**config.mk**
```make
export PLATFORM = sky130hd
export DESIGN_NAME = bpe_lane
export DESIGN_NICKNAME = d
export VERILOG_FILES = /design/src/hdl/bpe_pkg.sv /design/src/hdl/bpe_lane.sv
export SDC_FILE = /design/constraint.sdc
export NUM_CORES = 2
export LEC_CHECK = 0
export BUFFER_PORTS_ARGS = -buffer_cell sky130_fd_sc_hd__buf_2
export CORE_UTILIZATION = 54
export CTS_CLUSTER_DIAMETER = 150
export DETAILED_ROUTE_END_ITERATION = 10
export PLACE_DENSITY = 0.75
export REMOVE_ABC_BUFFERS = 1
export SLEW_MARGIN = 20
export SYNTH_ARGS = -nofsm -noshare
export SYNTH_HDL_FRONTEND = slang
export SYNTH_SLANG_ARGS = --single-unit
```
**constraint.sdc**
```tcl
create_clock -name clk -period 16.2 [get_ports clk]
set_input_delay 3.24 -clock clk [delete_from_list [all_inputs] [get_ports clk]]
set_output_delay 3.24 -clock clk [all_outputs]
set_load 0.02 [all_outputs]
```
**src/hdl/bpe_pkg.sv**
```systemverilog
// bpe_pkg: shared widths, types and codes for the bezier point evaluator
// used by bpe_lane, bpe_merge and bezier_point_evaluator_unit; no dependencies
package bpe_pkg;

	localparam int COORD_WIDTH = 16;
	localparam int T_FRAC_BITS = 16;
	localparam int T_WIDTH     = T_FRAC_BITS + 2;
	localparam int TU_WIDTH    = T_FRAC_BITS + 1;
	localparam int NUM_AXES    = 3;
	localparam int MAX_POINTS  = 4;
	localparam int POINT_WIDTH = NUM_AXES * COORD_WIDTH;
	localparam int COUNT_WIDTH = 3;
	localparam int BYP_WIDTH   = MAX_POINTS - 2;
	localparam int DIFF_WIDTH  = COORD_WIDTH + 1;
	localparam int PROD_WIDTH  = DIFF_WIDTH + TU_WIDTH + 1;

	typedef logic signed [COORD_WIDTH-1:0] coord_t;
	typedef logic signed [DIFF_WIDTH-1:0]  diff_t;
	typedef logic signed [PROD_WIDTH-1:0]  prod_t;
	typedef logic [TU_WIDTH-1:0]           tval_t;
	typedef logic [POINT_WIDTH-1:0]        point_t;
	typedef logic [COUNT_WIDTH-1:0]        count_t;
	typedef logic [BYP_WIDTH-1:0]          byp_t;

	// one in Q1.T_FRAC_BITS, and one half of it in the product format
	localparam tval_t T_ONE      = {1'b1, {T_FRAC_BITS{1'b0}}};
	localparam prod_t PROD_HALF  = prod_t'({1'b1, {(T_FRAC_BITS-1){1'b0}}});

	// point count codes
	localparam count_t CNT_LINEAR = 3'd2;
	localparam count_t CNT_QUAD   = 3'd3;
	localparam count_t CNT_CUBIC  = 3'd4;

	// per-stage load enables handed to every lane
	typedef struct packed {
		logic s7;
		logic s6;
		logic s5;
		logic s4;
		logic s3;
		logic s2;
	} lane_en_t;

endpackage

```
**src/hdl/bpe_lane.sv**
```systemverilog
// bpe_lane: one coordinate lane, three de casteljau levels as multiply and round stages
// depends on bpe_pkg
module bpe_lane (
	input  logic             clk,
	input  bpe_pkg::coord_t  pts [bpe_pkg::MAX_POINTS],
	input  bpe_pkg::tval_t   t_val,
	input  bpe_pkg::byp_t    bypass,
	input  bpe_pkg::lane_en_t en,
	output bpe_pkg::coord_t  coord
);

	// (b - a) * t, full precision
	function automatic bpe_pkg::prod_t lerp_mul(bpe_pkg::coord_t a, bpe_pkg::coord_t b,
			bpe_pkg::tval_t t);
		bpe_pkg::diff_t da;
		bpe_pkg::diff_t db;
		bpe_pkg::prod_t de;
		bpe_pkg::prod_t te;
		da = bpe_pkg::diff_t'(a);
		db = bpe_pkg::diff_t'(b);
		de = bpe_pkg::prod_t'(db) - bpe_pkg::prod_t'(da);
		te = bpe_pkg::prod_t'(t);
		return de * te;
	endfunction

	// a + round(prod / one), halves rounded up; result lies between a and b
	function automatic bpe_pkg::coord_t lerp_add(bpe_pkg::coord_t a, bpe_pkg::prod_t p);
		bpe_pkg::prod_t r;
		bpe_pkg::prod_t ae;
		r  = (p + bpe_pkg::PROD_HALF) >>> bpe_pkg::T_FRAC_BITS;
		ae = bpe_pkg::prod_t'(a);
		r  = r + ae;
		return r[bpe_pkg::COORD_WIDTH-1:0];
	endfunction

	bpe_pkg::prod_t  prod_s2 [3];
	bpe_pkg::coord_t base_s2 [3];
	bpe_pkg::tval_t  t_s2;
	logic            byp2_s2;
	bpe_pkg::coord_t q_s3 [3];
	bpe_pkg::tval_t  t_s3;
	logic            byp2_s3;
	bpe_pkg::prod_t  prod_s4 [2];
	bpe_pkg::coord_t base_s4 [2];
	bpe_pkg::tval_t  t_s4;
	bpe_pkg::coord_t q_s5 [2];
	bpe_pkg::tval_t  t_s5;
	bpe_pkg::prod_t  prod_s6;
	bpe_pkg::coord_t base_s6;
	bpe_pkg::coord_t coord_s7;

	bpe_pkg::tval_t t_lvl1;
	bpe_pkg::tval_t t_lvl2;

	// a skipped level runs with t = 0, which passes each point through unchanged
	assign t_lvl1 = bypass[0] ? '0 : t_val;
	assign t_lvl2 = byp2_s3 ? '0 : t_s3;

	always_ff @(posedge clk) begin
		if (en.s2) begin
			for (int k = 0; k < 3; k++) begin
				prod_s2[k] <= lerp_mul(pts[k], pts[k+1], t_lvl1);
				base_s2[k] <= pts[k];
			end
			t_s2    <= t_val;
			byp2_s2 <= bypass[1];
		end
		if (en.s3) begin
			for (int k = 0; k < 3; k++) begin
				q_s3[k] <= lerp_add(base_s2[k], prod_s2[k]);
			end
			t_s3    <= t_s2;
			byp2_s3 <= byp2_s2;
		end
		if (en.s4) begin
			for (int k = 0; k < 2; k++) begin
				prod_s4[k] <= lerp_mul(q_s3[k], q_s3[k+1], t_lvl2);
				base_s4[k] <= q_s3[k];
			end
			t_s4 <= t_s3;
		end
		if (en.s5) begin
			for (int k = 0; k < 2; k++) begin
				q_s5[k] <= lerp_add(base_s4[k], prod_s4[k]);
			end
			t_s5 <= t_s4;
		end
		if (en.s6) begin
			prod_s6 <= lerp_mul(q_s5[0], q_s5[1], t_s5);
			base_s6 <= q_s5[0];
		end
		if (en.s7) begin
			coord_s7 <= lerp_add(base_s6, prod_s6);
		end
	end

	assign coord = coord_s7;

endmodule

```
* After elaboration in Yosys (flattened, before gate mapping) *
Memory sizes are Yosys's and may differ from the RTL's.
Index checks and enable logic that the tools add are counted.

storage, ports and cells
  register bits = 134
  output and inout port bits = 16
  input bits = 90
  memories = 6
  bits in writable memories = 335

memories
  memory   words  width  rd ports  clocked after Yosys merged registers in  wr ports  RTL line        source
  prod_s2  3      35     3         0                                        3         bpe_lane.sv:36  bpe_pkg::prod_t prod_s2 [3];
  prod_s4  2      35     2         0                                        2         bpe_lane.sv:43  bpe_pkg::prod_t prod_s4 [2];
  base_s2  3      16     3         0                                        3         bpe_lane.sv:37  bpe_pkg::coord_t base_s2 [3];
  q_s3     3      16     3         0                                        3         bpe_lane.sv:40  bpe_pkg::coord_t q_s3 [3];
  base_s4  2      16     2         0                                        2         bpe_lane.sv:44  bpe_pkg::coord_t base_s4 [2];
  q_s5     2      16     2         0                                        2         bpe_lane.sv:46  bpe_pkg::coord_t q_s5 [2];

operators by class
  multiplexer cells = 10
  multipliers = 6
  add/subtract/negate cells = 18

operators by type and width
  cell                                             number
  adder 32 x 17 -> 32 bit (second input constant)  6
  multiplier 17 x 18 -> 35 bit                     5
  subtractor 16 x 16 -> 17 bit                     6
  adder 16 bit                                     6
  2-to-1 mux 17 bit                                2
  multiplier 17 x 18 -> 32 bit                     1
  2-to-1 mux 1 bit                                 8

* Logic depth before layout (Yosys ltp) *
  word-level depth = 2
  depth in mapped cells = 35
  gate-level depth less buffers = 34

* Worst setup path before layout *
No wires, ideal clock.

  kind = input -> register
  from = in pts[32] (netlist bit)
  to = mem prod_s2[0][31] (netlist bit), data pin
  arrival time = 10.675 ns
  path slack = 5.257 ns
  stages = 30
  buffers on the path = 1
  cell sequence = inv_1 -> ha_1 -> fa_1 -> nor2b_1 -> o21a_1 -> o21a_1 -> o21ai_0 -> nand2b_1 -> xor2_1 -> clkbuf_1 -> nand2_1 -> fa_1 -> inv_1 -> fa_1 -> inv_1 -> fa_1 -> fa_1 -> inv_1 -> fa_1 -> fa_1 -> ha_1 -> a2111o_1 -> or4_1 -> a211oi_2 -> nor4_1 -> o2111ai_2 -> o22ai_2 -> o41ai_4 -> o21ai_1 -> xnor3_1

RTL lines
  element          RTL line        source
  start, declared  bpe_lane.sv:5   input bpe_pkg::coord_t pts [bpe_pkg::MAX_POINTS],
  end, declared    bpe_lane.sv:36

==> results.md <==
- Critical path's slowest cell: xor2_2
- Hpwl dp: 167500 microns
- Area grow syn2layout: 5.741%
- Wire per inst: 20.92 microns
- Final period util: 71.03%
- Clock Path Buffers: 3
- CP required: 16.59 ns
- Worst hold start: t_s4[1]$_DFFE_PP_
- Largest net degree at the start of global routing: 69
- Distinct cell type count after synthesis: 85
- RSZ-0062 raised after global routing: no
- Via density: 5.596
- Slew Limit Fails: 0
- Core Footprint: 136100 sq um
- Crit path max fanout: 17
- Worst setup SP type: input port
- # DRC: 0
- # Max-Cap Violations: 0
- Number of I/O pins: 106
- Initial Utilization: 54.64%
- Vias in the first global route: 59060
- Worst hold slack: 0.4174 ns
- Setup TNS: 0 ns
- Critical Path AT: 11.90 ns
- Sequential share of the synthesized area: 14.69%
- Seq cells post-synth: 364
- TritonCTS Sinks: 364
- Final GP Congestion: 0.9954
- Warnings from Yosys: 0
- Post-CTS setup buffer count: 0
- Worst slew margin: 14.79%
- Die area: 139200 sq um
- Mapped Cells: 8055
- Clock latency on the worst-skew pair: 0.65 ns
- Number of gates resized after cts: 0
- Die span in x: 373.1 microns
- Async SR Flop Fraction: 0%
- First-pass GRT wire length: 325600 microns
- Gr usage total: 30.33%
- Setup violations, final: 0
- Worst Setup End Kind: register
- # rows: 135
- Layout cells sized above 1: 5.361%
- CP peak stage delay: 0.77 ns
- CP startpoint: pts[32]
- Most used cell along the critical path: fa_1
- Status: finished clean
- Min cycle time layout: 11.51 ns
- Mean Syn Cell Area: 9.235 sq um
- Worst Clk Skew: 0.04371 ns
- CP bufs+invs: 7
- Top_reg_cell synth: edfxtp_1
- Final global-route overflow total: 0
- Worst hold path type: reg2reg
- Root Driver: clkbuf_16
- Number of synthesized flops with an enable pin: 364
- CP delay by family, top: adder cells
- Pre-antenna DRT Iters: 6
- Cell Area, Synth: 74390 sq um
- CTS tree: done
- Num CTS Buffers: 45
- CTS Hold Bufs: 0
- # port buffers: 105
- Reg2reg start: q_s3[0][17]$_DFFE_PP_
- Slew @ Worst Pin: 1.274 ns
- Initial drt markers: 4006
- Clock-pin transition on the worst setup and hold timing paths: 0.06 ns
- DIE HEIGHT: 373.1 microns
- F_max: 86.90 MHz
- Vias: 55280
- Final WL: 206600 microns
- Post-DRT Antenna Nets: 0
- Nets: 10330
- H-tree Lvls: 2
- CP Class: in2reg
- Fin. Hold Viols: 0
- Initial antenna violation count: 7
==> registers in the layout (all words and copies together), names as in the netlist, 32 cells and up <==
register / cells
prod_s2: 51
q_s5: 32
prod_s4: 34
q_s3: 48
base_s2: 48
base_s4: 32
==> worst paths after layout <==
path | endpoint | slack [ns] | cells after the start
worst min-delay path | t_s5[1]$_DFFE_PP_ | 0.42 | 0
worst min register to register | t_s5[1]$_DFFE_PP_ | 0.42 | 0
worst max-delay path | prod_s2[0][31]$_DFFE_PP_ | 4.69 | 32
worst max register to register | prod_s4[0][31]$_DFFE_PP_ | 6.75 | 29
==> area by class of cell <==
cell class	instances	area, sq um
Tap cell	1781	2228
Antenna cell	2	5.005
Clock inverter	29	221.5
Multi-Input combinational cell	5552	55650
Inverter	1873	7030
Sequential cell	364	10930
Timing Repair Buffer	226	1441
Fill cell	11670	57490
Clock buffer	51	1149
==> cells in the final DEF (no fill, tap or decap), drive strengths merged, types with 107 or more instances in the layout <==
cell	synthesis	routed
xnor2	264	264
buf	20	226
xor2	107	107
and2	172	172
fa	1350	1350
edfxtp	364	364
ha	828	828
a21oi	150	150
nand3	114	114
nand2	956	956
nor2	752	752
nor2b	107	107
inv	1871	1882
==> per-stage QoR <==
| stage | worst slack [ns] | instances | cell area [sq um] | utilization (%) |
|---|---|---|---|---|
| 2_1_floorplan | 5.189 | 7789 | 73380 | - |
| 3_3_place_gp | 4.372 | 9796 | 77270 | 56.76 |
| 3_5_place_dp | 4.151 | 9796 | 77280 | 56.76 |
| 4_1_cts | 4.818 | 9876 | 78650 | 57.77 |
| 5_1_grt | 4.239 | 9876 | 78650 | 57.77 |
| 6_report | 4.693 | 9878 | 78660 | 57.77 |
==> cells in the mapped netlist (107+ instances only) <==
cell / n / area, sq um
ha_1: 828 / 10360
nor2b_1: 107 / 669.4
a21oi_1: 148 / 740.7
nand2_1: 956 / 3588
edfxtp_1: 364 / 10930
and2_1: 171 / 1070
inv_1: 1870 / 7019
nor2_1: 752 / 2823
xnor2_1: 264 / 2312
fa_1: 1350 / 27030
nand3_1: 114 / 570.6
clkbuf_1: 246 / 923.4
==> routing by layer <==
metal | share of wire (%) | vias to the layer above | GRT usage, %
met1 | 37 | 27540 | 36.96
met3 | 9.6 | 665 | 5.846
li1 | - | 24520 | -
met5 | 0.023 | - | 0
met4 | 7.1 | 8 | 18.21
met2 | 46 | 2542 | 50.02
==> kinds of logic (layout without fill, tap and decap cells) <==
family | Yosys count | count (layout) | share of synthesized area [%]
flip-flops | 364 | 364 | 14.69
AND/OR/NAND/NOR | 2452 | 2452 | 14.68
other | 0 | 2 | 0
adder cells (fa/ha/maj) | 2178 | 2178 | 50.26
multiplexers | 1 | 1 | 0.01346
buffers and inverters | 2139 | 2179 | 10.80
XOR/XNOR | 377 | 377 | 4.562
AO/OA/AOI/OAI | 544 | 544 | 4.997
Power is left out: the tool's default activity adds up to more than one toggle a clock period on the data nets, which glitch-free logic cannot reach.
