<file path="src/hdl/bpe_pkg.sv">
// bpe_pkg: shared widths, types and codes for the bezier point evaluator
// used by bpe_lane, bpe_merge and bezier_point_evaluator_unit; no dependencies
package bpe_pkg;

	localparam int COORD_WIDTH = 16;
	localparam int T_FRAC_BITS = 16;
	localparam int T_WIDTH     = T_FRAC_BITS + 2;
	localparam int TU_WIDTH    = T_FRAC_BITS + 1;
	localparam int NUM_AXES    = 3;
	localparam int MAX_POINTS  = 4;
	localparam int POINT_WIDTH = NUM_AXES * COORD_WIDTH;
	localparam int COUNT_WIDTH = 3;
	localparam int BYP_WIDTH   = MAX_POINTS - 2;
	localparam int DIFF_WIDTH  = COORD_WIDTH + 1;
	localparam int PROD_WIDTH  = DIFF_WIDTH + TU_WIDTH + 1;

	typedef logic signed [COORD_WIDTH-1:0] coord_t;
	typedef logic signed [DIFF_WIDTH-1:0]  diff_t;
	typedef logic signed [PROD_WIDTH-1:0]  prod_t;
	typedef logic [TU_WIDTH-1:0]           tval_t;
	typedef logic [POINT_WIDTH-1:0]        point_t;
	typedef logic [COUNT_WIDTH-1:0]        count_t;
	typedef logic [BYP_WIDTH-1:0]          byp_t;

	// one in Q1.T_FRAC_BITS, and one half of it in the product format
	localparam tval_t T_ONE      = {1'b1, {T_FRAC_BITS{1'b0}}};
	localparam prod_t PROD_HALF  = prod_t'({1'b1, {(T_FRAC_BITS-1){1'b0}}});

	// point count codes
	localparam count_t CNT_LINEAR = 3'd2;
	localparam count_t CNT_QUAD   = 3'd3;
	localparam count_t CNT_CUBIC  = 3'd4;

	// per-stage load enables handed to every lane
	typedef struct packed {
		logic s7;
		logic s6;
		logic s5;
		logic s4;
		logic s3;
		logic s2;
	} lane_en_t;

endpackage

</file>
<file path="src/hdl/bpe_merge.sv">
// bpe_merge: packs the three lane coordinates, applies the error zeroing, output register
// depends on bpe_pkg
module bpe_merge (
	input  logic            clk,
	input  logic            arst_n,
	input  logic            lane_vld,
	input  logic            lane_err,
	input  bpe_pkg::coord_t lane_coord [bpe_pkg::NUM_AXES],
	output logic            take,
	output logic            rsp_valid,
	input  logic            rsp_ready,
	output bpe_pkg::point_t result_point,
	output logic            error_flag
);

	logic            rsp_valid_q;
	bpe_pkg::point_t result_q;
	logic            err_q;
	bpe_pkg::point_t packed_pt;

	always_comb begin
		for (int a = 0; a < bpe_pkg::NUM_AXES; a++) begin
			packed_pt[a*bpe_pkg::COORD_WIDTH +: bpe_pkg::COORD_WIDTH] = lane_coord[a];
		end
	end

	assign take = !rsp_valid_q || rsp_ready;

	always_ff @(posedge clk or negedge arst_n) begin
		if (!arst_n) begin
			rsp_valid_q <= 1'b0;
		end else if (take) begin
			rsp_valid_q <= lane_vld;
		end
	end

	always_ff @(posedge clk) begin
		if (take && lane_vld) begin
			result_q <= lane_err ? '0 : packed_pt;
			err_q    <= lane_err;
		end
	end

	assign rsp_valid    = rsp_valid_q;
	assign result_point = result_q;
	assign error_flag   = err_q;

endmodule

</file>
<file path="config.mk">
export PLATFORM = sky130hd
export DESIGN_NAME = bpe_merge
export DESIGN_NICKNAME = d
export VERILOG_FILES = /design/src/hdl/bpe_pkg.sv /design/src/hdl/bpe_merge.sv
export SDC_FILE = /design/constraint.sdc
export NUM_CORES = 1
export LEC_CHECK = 0
export ABC_AREA = 1
export BUFFER_PORTS_ARGS = -buffer_cell sky130_fd_sc_hd__buf_4
export CORE_MARGIN = 4
export CORE_UTILIZATION = 40
export DETAILED_ROUTE_END_ITERATION = 7
export PLACE_DENSITY = 0.8
export SYNTH_ARGS = -nofsm -noshare
export SYNTH_HDL_FRONTEND = slang
export SYNTH_SLANG_ARGS = --single-unit
</file>
<file path="constraint.sdc">
create_clock -name clk -period 3.2 [get_ports clk]
set_input_delay 0.64 -clock clk [delete_from_list [all_inputs] [get_ports clk]]
set_output_delay 0.64 -clock clk [all_outputs]
set_load 0.03 [all_outputs]
</file>
## After elaboration in Yosys (flattened, before gate mapping)

Cells that the tools add are included.

- Add/subtract/negate cells: 0
- $mul: 0
- Div/mod/pow operators: 0
- Order comparisons: 0
- Equality and inequality tests: 0
- Shifts and indexed selects: 0
- Mux-type cells: 0
- Bitwise operators: 0
- Reduce and logical (&&, ||, !) cells: 3

Operators by type and width:

| cell | count |
|---|---|
| 1-bit logical AND | 1 |
| 1-bit logical NOT | 1 |
| 1-bit logical OR | 1 |

- Register bits: 50
- Latch bits: 0
- RAM bits: 0
- ROM bits: 0
- Bits of input ports: 53
- Logic and storage cells: 6
- Memories: 0

## Longest topological paths before layout

Gate-level depths: netlist of run 1.

- Word-level depth: 3
- Depth in mapped cells: 3
- Gate-level depth less buffers: 3

## Worst setup path before layout of run 1

OpenSTA, ideal clock, no wires.

- Path kind: input -> register
- From: input port lane_vld
- To: register err_q, in the netlist error_flag, enable pin
- Arrival: 3072 ps
- Required time: 2728 ps
- Setup slack: -344 ps
- Stages on the path: 2
- Buffers on the path: 0
- Path through: inv_1 a21oi_1

- Longest elaborated chain between the ends: 1

Ends and longest elaborated chain:

| what | line | source |
|---|---|---|
| start, declared | bpe_merge.sv:6 | `input logic lane_vld,` |
| 1-bit logical AND | bpe_merge.sv:38 | `if (take && lane_vld) begin` |
| end signal, assigned | bpe_merge.sv:40 | `err_q <= lane_err;` |
| end, declared | bpe_merge.sv:18 | `logic err_q;` |

Every way passes these cells.
A chain may end at the register's enable or synchronous reset.

## Worst setup path in the final report of run 1

- From: input port rsp_ready
- To: output port take

- Longest elaborated chain between the ends: 1

Ends and longest elaborated chain:

| what | line | source |
|---|---|---|
| start, declared | bpe_merge.sv:11 | `input logic rsp_ready,` |
| 1-bit logical OR | bpe_merge.sv:27 | `assign take = !rsp_valid_q \|\| rsp_ready;` |
| end, declared | bpe_merge.sv:9 | `output logic take,` |

Every way passes these cells.

==> run metrics, run 1 <==
global route overflow=0; area occupied by multi-input gates=204 um2; final HPWL from detailed placement=2.82 mm; Final Hold Viols=0; Gate Count Post-Synth=156; die width=77.3 um; syn nets=209; CTS tree=built; initial antenna violation count=0; # Max-Cap Violations=0; RSZ-0062 raised after global routing=no; Tcrit/Tclk final=0.541; post-placement cell area=2750 um2; logic gate share of total power=0.177; Crit Path Category=input port to output pin; VDD IR max=265 uV; Net Sw Power=0.334 mW; CP Launch Type=input port; Reg power frac=0.576; DRT Pass-1 Iters=4; residual DRC count=0; relative slew slack=0.475; final core utilization=0.628; layout cells sized above 1=0.418; nets@finish=315; Sequential Area=1500 um2; status=finished clean; worst min path class=input port to async pin; FP Rows=24; I/O pin total=104; clk_lat worst skew=290 ps; setup bufs post-CTS=0; Antenna Nets Post-Route=0; sequential-to-total area share from yosys stat=0.779; clock power share=0.246; crit path time final=1730 ps; largest net degree at the start of global routing=50; fillers=381; Mapped Area=1920 um2; Area growth syn-to-layout=47.2%; Core Area=4500 um2; Synth Warn #=0; Slew Viols, Final=0; starting density of the core=0.426; final hold slack=108 ps; Total Wirelength=3.72 mm; first-pass GRT wire length=5.89 mm; Root Buffer=clkbuf_8; Port Buffers=103; Avg Cell Area, Syn=12.3 um2; drt first-iter violations=64; required time worst endpoint=2560 ps; GPL Wtd Cong=0.670; PwrDens=475 nW/um2; Final TNS setup=0 ps; ant diodes=0; Unique masters post-synth=8; Setup Skew=2.34 ps; die height=77.3 um; number of global-route vias before repair=1292; wire per inst=11.8 um; FMAX=577 MHz; CP arrival=1090 ps; CP Capture Type=output pin; P_int=1.01 mW; global-route usage over all layers=0.126; final setup vio count=0; hold buffer count at CTS=0; CTS Buffer Depth=2; via count=1339; Net Sw Frac=0.248; Worst Path Max Fanout=2; Final Instance Area=2830 um2; via-per-instance ratio=4.25; synthesized flop and latch total=50; clk sinks=50; Worst-path clk slew=80 ps; Leakage=1.41 nW; Die ar.=5970 um2; Post-CTS Resized=0; TritonCTS Buffers=5; Worst Tran Pin Value=786 ps; CTS H-tree lvls=2
[flip-flops by register name, indices dropped and copies added (netlist names)]
signal	cells
rsp_valid	1
result_point	48
error_flag	1
[critical path, stage by stage]
cell,delay (ps)
buf_4,110
inv_1,90
nand2_1,80
buf_4,170
[stage by stage]
| step | setup slack, ps | power (mW) | instances |
|---|---|---|---|
| global route | 1430 | 1.41 | 315 |
| CTS | 1470 | 1.36 | 315 |
| global placement | 1210 | 1.03 | 307 |
| floorplan | 650 | 0.916 | 156 |
| finish | 1470 | 1.34 | 315 |
| detailed placement | 1170 | 1.03 | 307 |
[path summary, 6_finish.rpt]
kind / startpoint / end / slack [ps] / cells past startpoint
min in group clk: lane_vld / rsp_valid$_DFFE_PN0P_ / 590 / 3
worst min-delay path: arst_n / rsp_valid$_DFFE_PN0P_ / 110 / 1
max in group asynchronous: arst_n / rsp_valid$_DFFE_PN0P_ / 3010 / 1
worst max-delay path: rsp_ready / take / 1470 / 4
worst max register to register: rsp_valid$_DFFE_PN0P_ / result_point[36]$_SDFFCE_PP0P_ / 1540 / 2
worst min register to register: rsp_valid$_DFFE_PN0P_ / rsp_valid$_DFFE_PN0P_ / 600 / 2
[power by group through the flow]
| stage | clock network [mW] | registers (mW) | logic, mW |
|---|---|---|---|
| 5_1_grt | 0.373 | 0.778 | 0.257 |
| 4_1_cts | 0.346 | 0.775 | 0.242 |
| 3_3_place_gp | 0 | 0.788 | 0.238 |
| 2_1_floorplan | 0 | 0.867 | 0.0488 |
| 6_report | 0.331 | 0.774 | 0.238 |
| 3_5_place_dp | 0 | 0.790 | 0.242 |
[routing by layer]
layer  global-route usage  vias up  share of wire
li1                     -      674              -
met3               0.0726        5           0.13
met2                0.211       65           0.49
met4               0.0374        0          0.011
met1                0.136      595           0.37
met5                    0        -              0
[cells in the final DEF (no fill, tap or decap)]
| cell | netlist | final |
|---|---|---|
| nor2_1 | 48 | 48 |
| buf_4 | 0 | 103 |
| nand2_1 | 2 | 2 |
| clkinv_1 | 0 | 3 |
| buf_12 | 0 | 1 |
| clkbuf_8 | 0 | 5 |
| inv_1 | 50 | 50 |
| a21oi_4 | 0 | 1 |
| edfxtp_1 | 49 | 49 |
| dfrtp_1 | 1 | 1 |
[cell type report]
cell class / instances / share of cell area
Tap cell: 52 / 0.0230
Sequential cell: 50 / 0.529
Inverter: 50 / 0.0664
Multi-Input combinational cell: 51 / 0.0722
Clock inverter: 3 / 0.00398
Timing Repair Buffer: 104 / 0.281
Clock buffer: 5 / 0.0243
[Yosys cell counts]
library cell | count | area, um2
edfxtp_1 | 49 | 1470
buf_2 | 2 | 10.0
buf_6 | 3 | 33.8
dfrtp_1 | 1 | 25.0
a21oi_1 | 1 | 5.00
nand2_1 | 2 | 7.51
nor2_1 | 48 | 180
inv_1 | 50 | 188
[kinds of logic (layout without fill, tap and decap cells)]
family,Yosys count,after routing,share of synthesized area
and+or+nand+nor,50,50,0.0977
DFF,50,50,0.779
AOI/OAI and AO/OA,1,1,0.00260
buffers and inverters,55,162,0.121
Note: power is estimated with default switching activity, not from simulation.
==> run 2, diff against run 1 <==
- ABC_AREA: 1 -> 0
- CORE_UTILIZATION: 40 -> 39
- PLACE_DENSITY: 0.8 -> 0.79
- clock period: 3.2 -> 1.5 ns (I/O delays scaled with it)
==> run 2 against run 1 <==
Clock power grew to 2.7 times the previous value. Sequential share of layout area is 0.068 points higher. Final cell count is 15% lower. Sequential power is 110% higher. Design area hardly changed. Non-clock buffer count is 2 higher. Largest cell class unchanged. Die area is 0.63% lower. Worst hold slack better by 110 ps. Critical endpoint unchanged. Highest routed layer unchanged. Register-to-register slack worse by 1200 ps.
==> run metrics, run 2 <==
global-route usage over all layers=0.135; required time worst endpoint=1200 ps; Root Buffer=clkbuf_8; hold buffer count at CTS=1; FP Rows=24; I/O pin total=104; setup bufs post-CTS=0; Final TNS setup=0 ps; CTS H-tree lvls=2; CTS Buffer Depth=2; crit path time final=1260 ps; PwrDens=1090 nW/um2; routing usage on met2=0.241; die height=77.0 um; wire per inst=14.9 um; Synth area leaders=edfxtp_1, nor2b_1, buf_6; synthesized flop and latch total=50; final core utilization=0.631; Setup Skew=9.10 ps; Bufs and invs on worst path=1; starting density of the core=0.416; residual DRC count=0; gr busiest metal=met2; CTS tree=built; Area growth syn-to-layout=52.0%; CP arrival=960 ps; Unique masters post-synth=7; Post-Synth Adder-Cell Area=0; Synth Warn #=0; CP cell instances=nand2b_4 -> buf_4; reg2reg setup slack=330 ps; Avg Cell Area, Syn=17.5 um2; RSZ-0062 raised after global routing=no; r2r endpoint=result_point[22]$_SDFFCE_PP0P_; Simple-Gate Fraction of Synth Area=0.172; via-per-instance ratio=4.53; Synth top area share=0.791; mux share of post-synthesis cell area=0; TritonCTS Buffers=5; GPL Wtd Cong=0.690; Die ar.=5940 um2; via count=1210; die width=77.0 um; largest net degree at the start of global routing=50; Worst path depth=2; commonest cells after routing, fill and taps aside=buf_4, edfxtp_1, nor2b_1; status=finished clean; Antenna Nets Post-Route=0; Slew Viols, Final=0; Synth Area in Compound Gates=0; Post-CTS Resized=0; CP peak stage delay=430 ps; Worst Tran Pin Value=474 ps; Largest delay share family, worst path=flip-flops; CP Launch Type=register; crit path capture=take; ant diodes=0; clk_lat worst skew=290 ps; Total Wirelength=3.98 mm; global route overflow=0; final setup vio count=0; Non-Filler Instances=267; initial antenna violation count=0; Gate Count Post-Synth=106; Synth top cells by count=edfxtp_1, nor2b_1, buf_6; clk sinks=50; relative slew slack=0.684; dpl cells=258; layout cells sized above 1=0.535; sequential-to-total area share from yosys stat=0.805; worst min path class=input port to register; FMAX=792 MHz; # Max-Cap Violations=0; Crit Path Category=register to output pin; max FFs per register=48; most common cell in the netlist=edfxtp_1; Core Area=4470 um2; area leader, netlist=edfxtp_1; Mapped Area=1860 um2; Final Hold Viols=0; ys flop type=edfxtp_1; nets@finish=267; Tcrit/Tclk final=0.841; Async S/R FF share, synth=0.0200; Slowest-stage cell, CP=dfrtp_2; first-pass GRT wire length=6.11 mm; Worst Path Max Fanout=3; met1 Use GR=0.139; xor and xnor area share after synthesis=0; DRT Pass-1 Iters=4; Worst-path clk slew=90 ps; GRT met3 Usage=0.0667; r2r startpoint=rsp_valid$_DFFE_PN0P_; commonest non-fill, non-tap cell in the layout=buf_4; syn nets=159; number of global-route vias before repair=1261; drt first-iter violations=42; R2R cell count=3; Port Buffers=103; Setup crit start=rsp_valid$_DFFE_PN0P_; CP Capture Type=output pin; VDD IR max=714 uV; largest family of logic cells by synthesized area=simple AND/OR/NAND/NOR gates; Leakage=1.18 nW; number of synthesized flops with an enable pin=49
==> run 2: metrics by stage <==
| stage | setup slack, ps | hold slack [ps] | power (mW) | area, um2 |
|---|---|---|---|---|
| after floorplan | 35.8 | 4.41 | 1.95 | 1870 |
| after global placement | 353 | 76.2 | 2.19 | 2710 |
| after detailed placement | 333 | 77.3 | 2.20 | 2710 |
| after CTS | 223 | 201 | 3.11 | 2830 |
| after global routing | 187 | 198 | 3.21 | 2830 |
| final | 238 | 216 | 3.07 | 2830 |
==> run 2: how the worst min path moves through the flow <==
stage | from | end | slack, ps | cells past startpoint
floorplan | arst_n | rsp_valid$_DFFE_PN0P_ | 4 | 0
global placement | arst_n | rsp_valid$_DFFE_PN0P_ | 80 | 1
detailed placement | arst_n | rsp_valid$_DFFE_PN0P_ | 80 | 1
CTS | lane_vld | rsp_valid$_DFFE_PN0P_ | 200 | 2
global route | lane_vld | rsp_valid$_DFFE_PN0P_ | 200 | 2
finish | lane_vld | rsp_valid$_DFFE_PN0P_ | 220 | 2
==> run 2: area by class of cell <==
| type | instances | area [um2] |
|---|---|---|
| Fill cell | 347 | 1650 |
| Sequential cell | 50 | 1500 |
| Timing Repair Buffer | 106 | 823 |
| Multi-Input combinational cell | 51 | 329 |
| Clock buffer | 6 | 72.6 |
| Tap cell | 52 | 65.1 |
| Clock inverter | 2 | 37.5 |
==> run 2: metal layers <==
| metal | routed length (um) | vias to the layer above | share of wire |
|---|---|---|---|
| met5 | 0 | - | 0 |
| met4 | 35 | 0 | 0.0088 |
| met3 | 500 | 2 | 0.13 |
| met2 | 2030 | 72 | 0.51 |
| met1 | 1410 | 557 | 0.35 |
| li1 | - | 579 | - |
==> run 2: report_power, final <==
part	internal (mW)	switching, mW	leakage, nW	total [mW]
registers	1.63	0.0229	0.491	1.65
clock network	0.497	0.411	0.0514	0.908
logic	0.232	0.278	0.641	0.510
==> run 2: cells by family (layout without fill, tap and decap cells) <==
group	count (synthesis)	after routing
buf+inv	5	114
simple gates	51	51
flops	50	50
==> run 3, diff against run 2 <==
- ABC_AREA: 0 -> 1
- CORE_UTILIZATION: 39 -> 40
- PLACE_DENSITY: 0.79 -> 0.8
- clock period: 1.5 -> 1.1 ns (I/O delays scaled with it)
==> run 3 against run 2 <==
The flow now finishes with violations (setup timing). Utilization up 3.9 points. Via count up 12%. Sequential share of layout area down 3.4 points. Final cell count up 20%. First-iteration DRC count up 100%. Clock-buffer cell count up 2. Flip-flop and latch count unchanged. Worst hold slack worse by 60 ps. Clock skew down 6.5 ps. Die area up 0.64%. Design area up 7.0%. Critical endpoint is now result_point[32]$_SDFFCE_PP0P_. Highest routed layer unchanged.
==> run metrics, run 3 (synthesis gave the netlist of run 1 again) <==
CP Capture Type=register; Slew Viols, Final=0; Placement Setup Slack=-43.8 ps; uppermost routed layer=met4; Setup Skew=2.63 ps; Worst Tran Pin Value=193 ps; Total Wirelength=3.81 mm; Antenna Nets Post-Route=0; required time worst endpoint=1100 ps; FP Rows=24; CP Launch Type=register; status=finished, violations left; wire per inst=11.9 um; Die ar.=5970 um2; post-placement cell area=2820 um2; Final Hold Viols=0; CTS tree=built; FMAX=796 MHz; Root Buffer=clkbuf_8; final hold slack=156 ps; Setup crit start=rsp_valid$_DFFE_PN0P_; largest net degree at the start of global routing=30; GPL Wtd Cong=0.642; die width=77.3 um; final core utilization=0.671; crit path time final=1260 ps; commonest non-fill, non-tap cell in the layout=buf_4; r2r startpoint=rsp_valid$_DFFE_PN0P_; met2 WL=1.96 mm; reg2reg setup slack=-160 ps; fillers=356; max FFs per register=48; CTS H-tree lvls=2; die height=77.3 um; CTS Buffer Depth=2; initial antenna violation count=0; RSZ-0062 raised after global routing=yes; # Max-Cap Violations=0; number of global-route vias before repair=1389; I/O pin total=104; Port Buffers=103; via count=1361; R2R cell count=3; relative slew slack=0.871; worst min path class=input port to register; final HPWL from detailed placement=2.96 mm; starting density of the core=0.426; Total Power=4.01 mW; via-per-instance ratio=4.24; ant diodes=0; Final Instance Area=3020 um2; M1 WL=1.32 mm; Core Area=4500 um2; layout cells sized above 1=0.435; final setup vio count=51; global route overflow=0; Worst-path clk slew=80 ps; Tcrit/Tclk final=1.14; residual DRC count=0; Worst Path Max Fanout=29; VDD IR max=724 uV; clk_lat worst skew=290 ps; failing checks=setup timing; global-route usage over all layers=0.132; nets@finish=321; first-pass GRT wire length=6.15 mm; commonest cells after routing, fill and taps aside=buf_4, inv_1, edfxtp_1; drt first-iter violations=85; DRT Pass-1 Iters=4; crit path capture=result_point[32]$_SDFFCE_PP0P_; PwrDens=1330 nW/um2; Crit Path Category=register to register; TritonCTS Buffers=5; Leakage=1.48 nW; CP arrival=1250 ps; Met3 Wirelength=475 um; clk sinks=50; Area growth syn-to-layout=57.3%; r2r endpoint=result_point[32]$_SDFFCE_PP0P_; final worst slack=-156 ps
run 3: changes by cell type in the layout (fill, tap and decap cells not counted), sizes merged:
cell,before,now
nor2b,48,0
nand2,0,2
nor2,0,48
inv,0,50
nand2b,2,0
a21oi,0,1
and2,1,0
bufinv,1,0
buf,105,109
clkinvlp,1,0
clkbuf,6,8
run 3: timing repair:
action                                  CTS  global route
buffers inserted                          1             0
endpoints found under the hold margin     1             0
endpoints found under the setup margin   53            79
hold buffers                              1             0
gates resized for setup                   4            25
run 3: report_power, final:
part / switching [mW] / internal (mW)
sequential: 0.0398 / 2.22
combinational: 0.412 / 0.357
clock: 0.530 / 0.452
run 3: layout make-up:
type | instances | area, um2 | share of cell area
clock buffer | 8 | 80.1 | 0.0265
inverter | 50 | 188 | 0.0621
multi-input combinational | 51 | 211 | 0.0700
sequential | 50 | 1500 | 0.496
tap | 52 | 65.1 | 0.0215
timing repair buffer | 110 | 980 | 0.324
run 3: worst max-delay path: stages (launching register included):
cell,delay [ps]
dfrtp_2,410
buf_4,140
a21oi_4,190
buf_12,220
run 3: metrics by stage:
step,TNS [ps],instances
finish,-6890,321
floorplan,-33090,156
detailed placement,-1350,311
global placement,-609,311
CTS,-7140,321
global route,-9050,321
run 3: per-layer routing:
metal  up-vias  GRT usage
li1        687          -
met1       600      0.133
met2        67      0.232
met3         7     0.0726
met4         0     0.0427
met5         -          0
run 3: worst min path at each step:
| stage | start | endpoint | slack, ps | cells past startpoint |
|---|---|---|---|---|
| 3_3_place_gp | arst_n | rsp_valid$_DFFE_PN0P_ | -4 | 1 |
| 4_1_cts | lane_vld | rsp_valid$_DFFE_PN0P_ | 150 | 3 |
| 5_1_grt | lane_vld | rsp_valid$_DFFE_PN0P_ | 160 | 3 |
| 6_report | lane_vld | rsp_valid$_DFFE_PN0P_ | 160 | 3 |
| 2_1_floorplan | arst_n | rsp_valid$_DFFE_PN0P_ | -80 | 0 |
| 3_5_place_dp | arst_n | rsp_valid$_DFFE_PN0P_ | -1 | 1 |
